File: src/rtl/cas_pkg.sv
// Package for the call argument scanner: widths, scan modes, record kinds,
// character codes, character-class functions and the result record type.
// Used by rtl/call_argument_scanner.sv and rtl/cas_checker.sv.
package cas_pkg;

   localparam int OFFSET_BITS = 24;
   localparam int DEPTH_BITS  = 8;
   localparam int COUNT_BITS  = 8;
   localparam int KIND_BITS   = 3;

   localparam int QUEUE_DEPTH = 4;
   localparam int PTR_BITS    = 2;
   localparam int LEVEL_BITS  = 3;
   localparam int CAND_COUNT  = 4;

   localparam logic [DEPTH_BITS-1:0] DEPTH_MAX = {DEPTH_BITS{1'b1}};
   localparam logic [COUNT_BITS-1:0] COUNT_MAX = {COUNT_BITS{1'b1}};

   typedef enum logic [3:0] {
      T_NORMAL = 4'd0,
      T_SLASH  = 4'd1,
      T_QUOTE  = 4'd2,
      T_QESC   = 4'd3,
      T_LINE   = 4'd4,
      T_BLOCK  = 4'd5,
      T_BSTAR  = 4'd6,
      T_IDENT  = 4'd7,
      T_GAP    = 4'd8,
      C_NORMAL = 4'd9,
      C_SLASH  = 4'd10,
      C_QUOTE  = 4'd11,
      C_QESC   = 4'd12,
      C_LINE   = 4'd13,
      C_BLOCK  = 4'd14,
      C_BSTAR  = 4'd15
   } mode_type;

   typedef enum logic [KIND_BITS-1:0] {
      KIND_ARG      = 3'd0,
      KIND_CLOSE    = 3'd1,
      KIND_ABANDON  = 3'd2,
      KIND_OVERFLOW = 3'd3,
      KIND_END      = 3'd4
   } kind_type;

   localparam logic [7:0] CH_QUOTE  = 8'h22;
   localparam logic [7:0] CH_SLASH  = 8'h2F;
   localparam logic [7:0] CH_STAR   = 8'h2A;
   localparam logic [7:0] CH_BSLASH = 8'h5C;
   localparam logic [7:0] CH_LF     = 8'h0A;
   localparam logic [7:0] CH_OPEN   = 8'h28;
   localparam logic [7:0] CH_CLOSE  = 8'h29;
   localparam logic [7:0] CH_COMMA  = 8'h2C;

   typedef struct packed {
      kind_type               kind;
      logic [OFFSET_BITS-1:0] name_start;
      logic [OFFSET_BITS-1:0] name_end;
      logic [OFFSET_BITS-1:0] arg_begin;
      logic [OFFSET_BITS-1:0] arg_end;
      logic [COUNT_BITS-1:0]  arg_number;
      logic [OFFSET_BITS-1:0] call_end;
      logic [COUNT_BITS-1:0]  arg_total;
      logic                   run_last;
   } record_type;

   function automatic logic is_ws(input logic [7:0] c);
      return (c == 8'h20) || ((c >= 8'h09) && (c <= 8'h0D));
   endfunction

   function automatic logic is_alpha(input logic [7:0] c);
      return ((c >= 8'h61) && (c <= 8'h7A)) || ((c >= 8'h41) && (c <= 8'h5A))
             || (c == 8'h5F);
   endfunction

   function automatic logic is_part(input logic [7:0] c);
      return is_alpha(c) || ((c >= 8'h30) && (c <= 8'h39));
   endfunction

endpackage

File: src/rtl/call_argument_scanner.sv
// Call argument scanner top level: byte scan state machine and result queue.
// Depends on cas_pkg.
//
//  channel | ports                          | dir | payload
//  --------+--------------------------------+-----+-------------------------------
//  req     | req_valid, req_stall           | in  | req_ch, req_final_byte
//  rsp     | rsp_valid, rsp_stall           | out | rsp_kind .. rsp_run_last
//
// One byte is taken per cycle while req_stall is low; the scan state updates in
// the cycle it is taken. A byte gives zero to three records, written at once
// into a four-entry queue that sends one record per cycle while rsp_stall is
// low, so the output port sets the sustained rate. req_stall is high while the
// queue holds more than one record. Reset is synchronous; a final byte also
// returns the scan state to its reset value for the next text.
module call_argument_scanner (
   input  logic                           clock,
   input  logic                           reset,
   input  logic                           req_valid,
   output logic                           req_stall,
   input  logic [7:0]                     req_ch,
   input  logic                           req_final_byte,
   output logic                           rsp_valid,
   input  logic                           rsp_stall,
   output logic [cas_pkg::KIND_BITS-1:0]  rsp_kind,
   output logic [cas_pkg::OFFSET_BITS-1:0] rsp_name_start,
   output logic [cas_pkg::OFFSET_BITS-1:0] rsp_name_end,
   output logic [cas_pkg::OFFSET_BITS-1:0] rsp_arg_begin,
   output logic [cas_pkg::OFFSET_BITS-1:0] rsp_arg_end,
   output logic [cas_pkg::COUNT_BITS-1:0]  rsp_arg_number,
   output logic [cas_pkg::OFFSET_BITS-1:0] rsp_call_end,
   output logic [cas_pkg::COUNT_BITS-1:0]  rsp_arg_total,
   output logic                           rsp_run_last
);

   cas_pkg::mode_type                  mode_ff, mode_in;
   logic [cas_pkg::OFFSET_BITS-1:0]    offset_ff, offset_in;
   logic [cas_pkg::DEPTH_BITS-1:0]     depth_ff, depth_in;
   logic [cas_pkg::OFFSET_BITS-1:0]    ident_start_ff, ident_start_in;
   logic [cas_pkg::OFFSET_BITS-1:0]    ident_stop_ff, ident_stop_in;
   logic [cas_pkg::OFFSET_BITS-1:0]    first_solid_ff, first_solid_in;
   logic [cas_pkg::OFFSET_BITS-1:0]    solid_stop_ff, solid_stop_in;
   logic                               solid_seen_ff, solid_seen_in;
   logic [cas_pkg::COUNT_BITS-1:0]     pieces_ff, pieces_in;

   cas_pkg::record_type                queue_ff [cas_pkg::QUEUE_DEPTH];
   logic [cas_pkg::PTR_BITS-1:0]       wr_ptr_ff, wr_ptr_in;
   logic [cas_pkg::PTR_BITS-1:0]       rd_ptr_ff, rd_ptr_in;
   logic [cas_pkg::LEVEL_BITS-1:0]     level_ff, level_in;

   cas_pkg::record_type                cand [cas_pkg::CAND_COUNT];
   logic [cas_pkg::CAND_COUNT-1:0]     cand_valid;
   logic [cas_pkg::PTR_BITS-1:0]       cand_slot [cas_pkg::CAND_COUNT];
   logic [cas_pkg::LEVEL_BITS-1:0]     push_count;

   logic                               req_fire, rsp_fire;
   logic [cas_pkg::OFFSET_BITS-1:0]    next_off;
   logic                               in_call;
   cas_pkg::mode_type                  mode_a, mode_b;
   logic                               delim, do_report, do_paren_ovf, do_close;
   logic                               arg_full;
   logic [cas_pkg::DEPTH_BITS-1:0]     depth_dec;
   logic                               call_open;
   logic [cas_pkg::COUNT_BITS-1:0]     open_total;

   assign req_fire  = req_valid && !req_stall;
   assign rsp_fire  = rsp_valid && !rsp_stall;
   assign req_stall = (level_ff > cas_pkg::LEVEL_BITS'(1));
   assign rsp_valid = (level_ff != '0);
   assign next_off  = offset_ff + cas_pkg::OFFSET_BITS'(1);
   assign in_call   = (mode_ff >= cas_pkg::C_NORMAL);
   assign arg_full  = (pieces_ff >= cas_pkg::COUNT_MAX);

   // redirect for bytes that end a slash, an identifier or a gap
   always_comb begin
      mode_a = mode_ff;
      case (mode_ff)
         cas_pkg::T_SLASH: begin
            if (req_ch != cas_pkg::CH_SLASH && req_ch != cas_pkg::CH_STAR)
               mode_a = cas_pkg::T_NORMAL;
         end
         cas_pkg::C_SLASH: begin
            if (req_ch != cas_pkg::CH_SLASH && req_ch != cas_pkg::CH_STAR)
               mode_a = cas_pkg::C_NORMAL;
         end
         cas_pkg::T_IDENT: begin
            if (!cas_pkg::is_part(req_ch)) mode_a = cas_pkg::T_GAP;
         end
         default: begin
            mode_a = mode_ff;
         end
      endcase
      mode_b = mode_a;
      if (mode_a == cas_pkg::T_GAP && !cas_pkg::is_ws(req_ch) && req_ch != cas_pkg::CH_OPEN)
         mode_b = cas_pkg::T_NORMAL;
   end

   // next scan state
   always_comb begin
      mode_in        = mode_b;
      offset_in      = next_off;
      depth_in       = depth_ff;
      ident_start_in = ident_start_ff;
      ident_stop_in  = ident_stop_ff;
      first_solid_in = first_solid_ff;
      solid_stop_in  = solid_stop_ff;
      solid_seen_in  = solid_seen_ff;
      pieces_in      = pieces_ff;
      delim          = 1'b0;
      do_report      = 1'b0;
      do_paren_ovf   = 1'b0;
      do_close       = 1'b0;
      depth_dec      = (depth_ff != '0) ? depth_ff - cas_pkg::DEPTH_BITS'(1) : '0;

      case (mode_b)
         cas_pkg::T_NORMAL: begin
            if (req_ch == cas_pkg::CH_QUOTE) mode_in = cas_pkg::T_QUOTE;
            else if (req_ch == cas_pkg::CH_SLASH) mode_in = cas_pkg::T_SLASH;
            else if (cas_pkg::is_alpha(req_ch)) begin
               ident_start_in = offset_ff;
               ident_stop_in  = next_off;
               mode_in        = cas_pkg::T_IDENT;
            end
         end
         cas_pkg::T_SLASH: begin
            mode_in = (req_ch == cas_pkg::CH_SLASH) ? cas_pkg::T_LINE : cas_pkg::T_BLOCK;
         end
         cas_pkg::C_SLASH: begin
            mode_in = (req_ch == cas_pkg::CH_SLASH) ? cas_pkg::C_LINE : cas_pkg::C_BLOCK;
         end
         cas_pkg::T_QUOTE: begin
            if (req_ch == cas_pkg::CH_BSLASH) mode_in = cas_pkg::T_QESC;
            else if (req_ch == cas_pkg::CH_QUOTE) mode_in = cas_pkg::T_NORMAL;
         end
         cas_pkg::C_QUOTE: begin
            if (req_ch == cas_pkg::CH_BSLASH) mode_in = cas_pkg::C_QESC;
            else if (req_ch == cas_pkg::CH_QUOTE) mode_in = cas_pkg::C_NORMAL;
         end
         cas_pkg::T_QESC: begin
            mode_in = cas_pkg::T_QUOTE;
         end
         cas_pkg::C_QESC: begin
            mode_in = cas_pkg::C_QUOTE;
         end
         cas_pkg::T_LINE: begin
            if (req_ch == cas_pkg::CH_LF) mode_in = cas_pkg::T_NORMAL;
         end
         cas_pkg::C_LINE: begin
            if (req_ch == cas_pkg::CH_LF) mode_in = cas_pkg::C_NORMAL;
         end
         cas_pkg::T_BLOCK: begin
            if (req_ch == cas_pkg::CH_STAR) mode_in = cas_pkg::T_BSTAR;
         end
         cas_pkg::C_BLOCK: begin
            if (req_ch == cas_pkg::CH_STAR) mode_in = cas_pkg::C_BSTAR;
         end
         cas_pkg::T_BSTAR: begin
            if (req_ch == cas_pkg::CH_SLASH) mode_in = cas_pkg::T_NORMAL;
            else if (req_ch != cas_pkg::CH_STAR) mode_in = cas_pkg::T_BLOCK;
         end
         cas_pkg::C_BSTAR: begin
            if (req_ch == cas_pkg::CH_SLASH) mode_in = cas_pkg::C_NORMAL;
            else if (req_ch != cas_pkg::CH_STAR) mode_in = cas_pkg::C_BLOCK;
         end
         cas_pkg::T_IDENT: begin
            ident_stop_in = next_off;
         end
         cas_pkg::T_GAP: begin
            if (req_ch == cas_pkg::CH_OPEN) begin
               mode_in        = cas_pkg::C_NORMAL;
               depth_in       = cas_pkg::DEPTH_BITS'(1);
               solid_seen_in  = 1'b0;
               first_solid_in = '0;
               solid_stop_in  = '0;
               pieces_in      = '0;
            end
         end
         cas_pkg::C_NORMAL: begin
            if (req_ch == cas_pkg::CH_QUOTE) mode_in = cas_pkg::C_QUOTE;
            else if (req_ch == cas_pkg::CH_SLASH) mode_in = cas_pkg::C_SLASH;
            else if (req_ch == cas_pkg::CH_OPEN) begin
               if (depth_ff != cas_pkg::DEPTH_MAX)
                  depth_in = depth_ff + cas_pkg::DEPTH_BITS'(1);
               else
                  do_paren_ovf = 1'b1;
            end else if (req_ch == cas_pkg::CH_CLOSE) begin
               depth_in = depth_dec;
               if (depth_dec == '0) begin
                  delim     = 1'b1;
                  do_report = solid_seen_ff || (pieces_ff != '0);
                  do_close  = 1'b1;
                  mode_in   = cas_pkg::T_NORMAL;
               end
            end else if (req_ch == cas_pkg::CH_COMMA && depth_ff == cas_pkg::DEPTH_BITS'(1)) begin
               delim     = 1'b1;
               do_report = 1'b1;
            end
         end
         default: begin
            mode_in = cas_pkg::T_NORMAL;
         end
      endcase

      if (do_report) begin
         if (!arg_full) pieces_in = pieces_ff + cas_pkg::COUNT_BITS'(1);
         solid_seen_in  = 1'b0;
         first_solid_in = '0;
         solid_stop_in  = '0;
      end

      if (in_call && !delim && !cas_pkg::is_ws(req_ch)) begin
         if (!solid_seen_ff) begin
            first_solid_in = offset_ff;
            solid_seen_in  = 1'b1;
         end
         solid_stop_in = next_off;
      end

      // a call still open after this byte, including one opened by it
      call_open  = (mode_in >= cas_pkg::C_NORMAL);
      open_total = pieces_in;

      if (req_final_byte) begin
         mode_in        = cas_pkg::T_NORMAL;
         offset_in      = '0;
         depth_in       = '0;
         ident_start_in = '0;
         ident_stop_in  = '0;
         first_solid_in = '0;
         solid_stop_in  = '0;
         solid_seen_in  = 1'b0;
         pieces_in      = '0;
      end
   end

   // candidate records: argument or overflow, close, abandon, end of source
   always_comb begin
      for (int i = 0; i < cas_pkg::CAND_COUNT; i++) begin
         cand[i] = '0;
      end

      cand_valid[0]      = do_paren_ovf || do_report;
      cand[0].name_start = ident_start_ff;
      cand[0].name_end   = ident_stop_ff;
      cand[0].arg_number = pieces_ff;
      if (do_paren_ovf || arg_full) begin
         cand[0].kind = cas_pkg::KIND_OVERFLOW;
      end else begin
         cand[0].kind      = cas_pkg::KIND_ARG;
         cand[0].arg_begin = solid_seen_ff ? first_solid_ff : offset_ff;
         cand[0].arg_end   = solid_seen_ff ? solid_stop_ff : offset_ff;
      end

      cand_valid[1]      = do_close;
      cand[1].kind       = cas_pkg::KIND_CLOSE;
      cand[1].name_start = ident_start_ff;
      cand[1].name_end   = ident_stop_ff;
      cand[1].call_end   = next_off;
      cand[1].arg_total  = do_report && !arg_full ? pieces_ff + cas_pkg::COUNT_BITS'(1)
                                                  : pieces_ff;

      cand_valid[2]      = req_final_byte && call_open;
      cand[2].kind       = cas_pkg::KIND_ABANDON;
      cand[2].name_start = ident_start_ff;
      cand[2].name_end   = ident_stop_ff;
      cand[2].arg_total  = open_total;

      cand_valid[3]      = req_final_byte;
      cand[3].kind       = cas_pkg::KIND_END;

      for (int i = 0; i < cas_pkg::CAND_COUNT; i++) begin
         cand[i].run_last = cand_valid[i] && ((cand_valid >> (i + 1)) == '0);
      end

      cand_slot[0] = wr_ptr_ff;
      for (int i = 1; i < cas_pkg::CAND_COUNT; i++) begin
         cand_slot[i] = cand_slot[i-1] + cas_pkg::PTR_BITS'(cand_valid[i-1]);
      end
      push_count = cas_pkg::LEVEL_BITS'($countones(cand_valid));
   end

   always_comb begin
      wr_ptr_in = wr_ptr_ff;
      rd_ptr_in = rd_ptr_ff;
      level_in  = level_ff;
      if (req_fire) begin
         wr_ptr_in = wr_ptr_ff + cas_pkg::PTR_BITS'(push_count);
         level_in  = level_in + push_count;
      end
      if (rsp_fire) begin
         rd_ptr_in = rd_ptr_ff + cas_pkg::PTR_BITS'(1);
         level_in  = level_in - cas_pkg::LEVEL_BITS'(1);
      end
   end

   always_ff @(posedge clock) begin
      if (reset) begin
         mode_ff        <= cas_pkg::T_NORMAL;
         offset_ff      <= '0;
         depth_ff       <= '0;
         ident_start_ff <= '0;
         ident_stop_ff  <= '0;
         first_solid_ff <= '0;
         solid_stop_ff  <= '0;
         solid_seen_ff  <= 1'b0;
         pieces_ff      <= '0;
         wr_ptr_ff      <= '0;
         rd_ptr_ff      <= '0;
         level_ff       <= '0;
      end else begin
         if (req_fire) begin
            mode_ff        <= mode_in;
            offset_ff      <= offset_in;
            depth_ff       <= depth_in;
            ident_start_ff <= ident_start_in;
            ident_stop_ff  <= ident_stop_in;
            first_solid_ff <= first_solid_in;
            solid_stop_ff  <= solid_stop_in;
            solid_seen_ff  <= solid_seen_in;
            pieces_ff      <= pieces_in;
         end
         wr_ptr_ff <= wr_ptr_in;
         rd_ptr_ff <= rd_ptr_in;
         level_ff  <= level_in;
      end
   end

   always_ff @(posedge clock) begin
      if (req_fire) begin
         for (int i = 0; i < cas_pkg::CAND_COUNT; i++) begin
            if (cand_valid[i]) queue_ff[cand_slot[i]] <= cand[i];
         end
      end
   end

   assign rsp_kind       = queue_ff[rd_ptr_ff].kind;
   assign rsp_name_start = queue_ff[rd_ptr_ff].name_start;
   assign rsp_name_end   = queue_ff[rd_ptr_ff].name_end;
   assign rsp_arg_begin  = queue_ff[rd_ptr_ff].arg_begin;
   assign rsp_arg_end    = queue_ff[rd_ptr_ff].arg_end;
   assign rsp_arg_number = queue_ff[rd_ptr_ff].arg_number;
   assign rsp_call_end   = queue_ff[rd_ptr_ff].call_end;
   assign rsp_arg_total  = queue_ff[rd_ptr_ff].arg_total;
   assign rsp_run_last   = queue_ff[rd_ptr_ff].run_last;

endmodule

File: config.mk
export PLATFORM = sky130hd
export DESIGN_NAME = call_argument_scanner
export DESIGN_NICKNAME = d
export VERILOG_FILES = /design/src/rtl/cas_pkg.sv /design/src/rtl/call_argument_scanner.sv
export SDC_FILE = /design/constraint.sdc
export NUM_CORES = 2
export LEC_CHECK = 0
export BUFFER_PORTS_ARGS = -buffer_cell sky130_fd_sc_hd__buf_2
export CAP_MARGIN = 15
export CELL_PAD_IN_SITES_DETAIL_PLACEMENT = 0
export CELL_PAD_IN_SITES_GLOBAL_PLACEMENT = 1
export CORE_MARGIN = 5
export CORE_UTILIZATION = 45
export DETAILED_ROUTE_END_ITERATION = 6
export PLACE_DENSITY = 0.87
export SETUP_SLACK_MARGIN = 0.5
export SYNTH_ARGS = -nofsm -noshare
export SYNTH_HDL_FRONTEND = slang
export SYNTH_SLANG_ARGS = --single-unit
File: constraint.sdc
create_clock -name clock -period 7.5 [get_ports clock]
set_input_delay 1.5 -clock clock [delete_from_list [all_inputs] [get_ports clock]]
set_output_delay 1.5 -clock clock [all_outputs]
set_load 0.02 [all_outputs]
* After elaboration in Yosys (flattened, before gate mapping)
Memory sizes are Yosys's and may differ from the RTL's. A register that Yosys moved wholly into a read port is not among the register bits. Cells that the tools add are included.
Word-level totals: memories 1, output and inout bits 142, bits of input ports 13, word-level logic and storage cells 250, RAM bits 560, register bits after elaboration 148
Operators by class: equal/unequal tests 44, reduce and logical (&&, ||, !) cells 48, mux-type cells 119, magnitude comparators 12, add/subtract/negate cells 14
Memory list:
- queue_ff | words 4, width 140, rd ports 1, clocked after Yosys merged registers in 1, write ports 3, line call_argument_scanner.sv:45 | cas_pkg::record_type queue_ff [cas_pkg::QUEUE_DEPTH];
Operator list (number):
- 24-bit 2-to-1 mux | 23
- 140-bit 2-to-1 mux | 1
- 140-bit OR reduction | 1
- 8-bit 2-to-1 mux | 14
- 4-bit 2-to-1 mux | 26
- 4-bit case mux with 15 select lines | 1
- 8-bit by 6-bit == test with 1-bit output (second input constant) | 7
- 48-bit 2-to-1 mux | 1
- 24-bit case mux with 2 select lines | 1
- 1-bit 2-to-1 mux | 43
- 4-bit == test (second input constant) | 10
- 24-bit by 1-bit adder with 24-bit output (second input constant) | 1
- 8-bit by 6-bit inequality test with 1-bit output (second input constant) | 3
- 4-bit by 3-bit == test with 1-bit output (second input constant) | 5
- 3-bit inequality test (second input constant) | 6
- 1-bit logical AND | 17
- 8-bit by 1-bit adder with 8-bit output (second input constant) | 2
- 8-bit by 7-bit == test with 1-bit output (second input constant) | 2
- 8-bit by 7-bit greater-or-equal comparator with 1-bit output (second input constant) | 2
- 8-bit by 7-bit <= comparator with 1-bit output (second input constant) | 2
- 4-bit logical NOT | 4
- 8-bit case mux with 2 select lines | 1
- 8-bit nonzero test | 2
- 4-bit case mux with 3 select lines | 1
- 33 further kinds | 61

* Longest topological paths before layout
depth after elaboration 25, mapped depth 20, gate-level depth less buffers 19

* Worst setup path before layout
OpenSTA, ideal clock, no wires.
kind input to register, from input req_ch[4], to memory queue_ff[0][0] (netlist bit) (enable), path slack 1674 ps, stages 18, setup time 289 ps, required time 7211 ps, data arrival time 5537 ps, buffers on the path 5, path through buf_6 > or4_1 > a21oi_2 > or2_2 > buf_2 > a221oi_1 > a2111oi_0 > o21ai_1 > nor3_2 > a21oi_1 > ha_1 > buf_1 > nor3_1 > nor2_1 > and3_1 > buf_6 > buf_6 > inv_1
RTL lines:
- start: declaration | line call_argument_scanner.sv:20 | input logic [7:0] req_ch,
- end: declaration | line call_argument_scanner.sv:45

==> qor.yml <==
syn_to_final_growth_pct: 12.4
path_clk_slew_ns: 0.07
drtAntennaViolNets: 0
numCtsBuffers: 75
cap_violations: 0
worst_slew_pin_slew_ns: 1.18
cts-root-buf: "clkbuf_16"
initial_core_util_pct: 45.3
min_path_type: "flop to flop"
cts.sinks: 710
switching_power_mw: 2.32
fin_util_pct: 50.9
cts_buffer_depth: 3
powerDensity_mw_per_mm2: 246
synth-edff-count: 4
fin_crit_sh_pct: 82.6
crit_fanout: 25
status: "completed"
synth_nets: 3685
port_buffers: 154
wl_per_cell_um: 23.1
syn-instance-count: 3655
grt_pass1_vias: 26630
worstRegToRegCells: 16
clock.fmax_mhz: 161
grt_pass1_wl_mm: 161
die-area_mm2: 0.0759
synth-async-reset-ratio_pct: 0
overflow: 0
p_comb_share_pct: 10.3
rsz0062_at_grt: "no"
via_per_inst: 6.21
power.share.sequential_pct: 44.8
holdPathStages: 2
first_pass_iters: 7
die_w_um: 275
diodes: 0
p_clk_share_pct: 44.9
finClkSkew_ns: 0.0231
hold_buffers: 0
endpoint_kind: "flop"
worstSetupPathType: "input port to flop"
layout.nets: 3635
cpMaxStageDelayCell: "and3_1"
clock_latency_ns: 0.63
grt.total_usage_pct: 26.9
ctsResizeCount: 0
drive_above_1_share_pct: 14.8
yosysWarnings: 0
htreeDepth: 3
critPathMaxStageDelay_ns: 0.96
path_common_cell: "ha_1"
final_hold_viol_count: 0
synth_area_mm2: 0.0317
fin_tns_setup_ns: 0
final_area_mm2: 0.0356
critPathLaunchType: "input port"
netlist-cell-type-count: 77
io_pins: 155
leakagePower_nw: 12.7
routabilityCongestion: 0.931
placed_area_mm2: 0.0330
synthFlopType: "dfxtp_1"
finalCriticalPeriod_ns: 6.19
cts_tree: "yes"
drt-initial-drc-count: 3462
avgSynthCellArea_um2: 8.67
ir_drop_uv: 183
final-setup-viol-count: 0
power.total_mw: 8.76
drcViolationCount: 0
yosysSeqAreaShare_pct: 45.0
drv_slew: 0
fin_ws_ns: 1.31
intPower_mw: 6.43
grt_antenna_before_repair: 3
path_cells: "buf_2, or4b_1, nor3_1, and2_1, nand4_1, a21oi_2, or2_2, ha_1, ha_1, ha_1, xnor2_1, nor3_2, nor2_1, and3_1, inv_1"
coreArea_mm2: 0.0699
ys_ff_latch: 710
vias: 28600
num-fill-cells: 6583
p_sw_share_pct: 26.5
slew_headroom_pct: 21.1
dieHeight_um: 275
rows: 97
dp_hpwl_mm: 63.9
cts_setup_buffers: 0
grt_max_degree: 100
dp_slack_ns: 0.767
worst_ep_arrival_time_ns: 6.54
drt-total-wl_mm: 107
critPathRequiredTime_ns: 7.84
==> worst max-delay path, delay by kind of cell <==
| kind | cells | cell delay (ns) |
|---|---|---|
| AND/OR/NAND/NOR | 8 | 2.96 |
| XOR/XNOR | 1 | 0.46 |
| buffers and inverters | 2 | 0.24 |
| AO/OA/AOI/OAI | 1 | 0.42 |
| adder cells (fa/ha/maj) | 3 | 0.93 |
==> registers in the layout, summed over array words and instances, names as in the netlist, named ones only <==
signal          cells
queue_ff          560
first_solid_ff     24
ident_start_ff     24
ident_stop_ff      24
offset_ff          24
solid_stop_ff      24
depth_ff            8
pieces_ff           8
mode_ff             4
level_ff            3
rd_ptr_ff           2
wr_ptr_ff           2
solid_seen_ff       1
==> layout make-up <==
cell class / instances / area (µm²) / area share (%)
repair buffers: 222 / 1380 / 3.87
multi-input cells: 2567 / 16100 / 45.1
clock inverters: 32 / 415 / 1.17
well taps: 940 / 1180 / 3.30
flip-flops and latches: 710 / 14300 / 40.0
clock buffers: 104 / 2200 / 6.18
inverters: 29 / 109 / 0.306
==> cells in the final DEF (no fill, tap or decap), types with 12 or more instances in the layout <==
cell type,n
mux4_2,140
xor2_1,17
a31oi_1,12
xnor2_1,26
a21oi_1,546
inv_1,29
clkinv_2,16
o21ai_1,16
buf_4,61
clkbuf_16,78
mux2i_1,16
dfxtp_1,703
buf_2,153
nand2b_1,29
and3_1,22
nor3_1,26
a22o_1,94
nand3_1,261
nor2_1,184
nand4_1,38
nand2_1,614
a22oi_1,90
o21ai_0,238
ha_1,15
clkbuf_8,15
==> cell families (layout without fill, tap and decap cells) <==
family | count (synthesis) | after routing | synth area share [%]
compound gates | 1073 | 1073 | 19.6
simple gates | 1277 | 1277 | 18.1
buf+inv | 378 | 387 | 4.95
fa+ha+maj | 17 | 17 | 0.718
flops | 710 | 710 | 45.0
xor+xnor | 43 | 43 | 1.19
mux | 157 | 157 | 10.5
==> final timing paths <==
| check | startpoint | end | slack, ns |
|---|---|---|---|
| worst min-delay path | queue_ff[1][33] | queue_ff[1][33] | 0.45 |
| worst min register to register | queue_ff[1][33] | queue_ff[1][33] | 0.45 |
| worst max-delay path | req_ch[6] | queue_ff[0][0] | 1.31 |
| worst max register to register | depth_ff[0] | queue_ff[0][0] | 1.73 |
==> per-stage QoR <==
| stage | cells | hold slack, ns |
|---|---|---|
| 6_report | 4604 | 0.448 |
| 5_1_grt | 4604 | 0.464 |
| 4_1_cts | 4603 | 0.450 |
| 3_5_place_dp | 4467 | 0.441 |
| 3_3_place_gp | 4467 | 0.435 |
| 2_1_floorplan | 3655 | 0.428 |
==> power groups by stage <==
stage | sequential [mW] | clock, mW | combinational [mW]
after floorplan | 3.90 | 0 | 0.693
after global placement | 4.00 | 0 | 0.879
after detailed placement | 4.00 | 0 | 0.879
after CTS | 3.92 | 3.97 | 0.882
after global routing | 3.93 | 4.13 | 0.943
final | 3.92 | 3.94 | 0.899
==> synth_stat cells, types with 29 or more instances <==
library cell	count	area, µm²
nand2_1	614	2300
dfxtp_1	706	14100
a21oi_1	548	2740
nor2_1	192	721
buf_2	52	260
mux4_2	140	3150
nand3_1	265	1330
nor3_1	31	155
a22oi_1	90	676
a22o_1	94	823
nand4_1	38	238
nand2b_1	29	181
inv_1	29	109
clkbuf_1	256	961
o21ai_0	239	1200
==> metal layers <==
| metal | vias up | wire length [µm] | GRT usage [%] |
|---|---|---|---|
| met5 | - | 8 | 0 |
| met4 | 2 | 3520 | 9.51 |
| met3 | 253 | 9420 | 3.96 |
| met2 | 1500 | 49100 | 42.6 |
| met1 | 13898 | 44500 | 37.7 |
| li1 | 12947 | - | - |
Power figures use the tool's default switching activity.
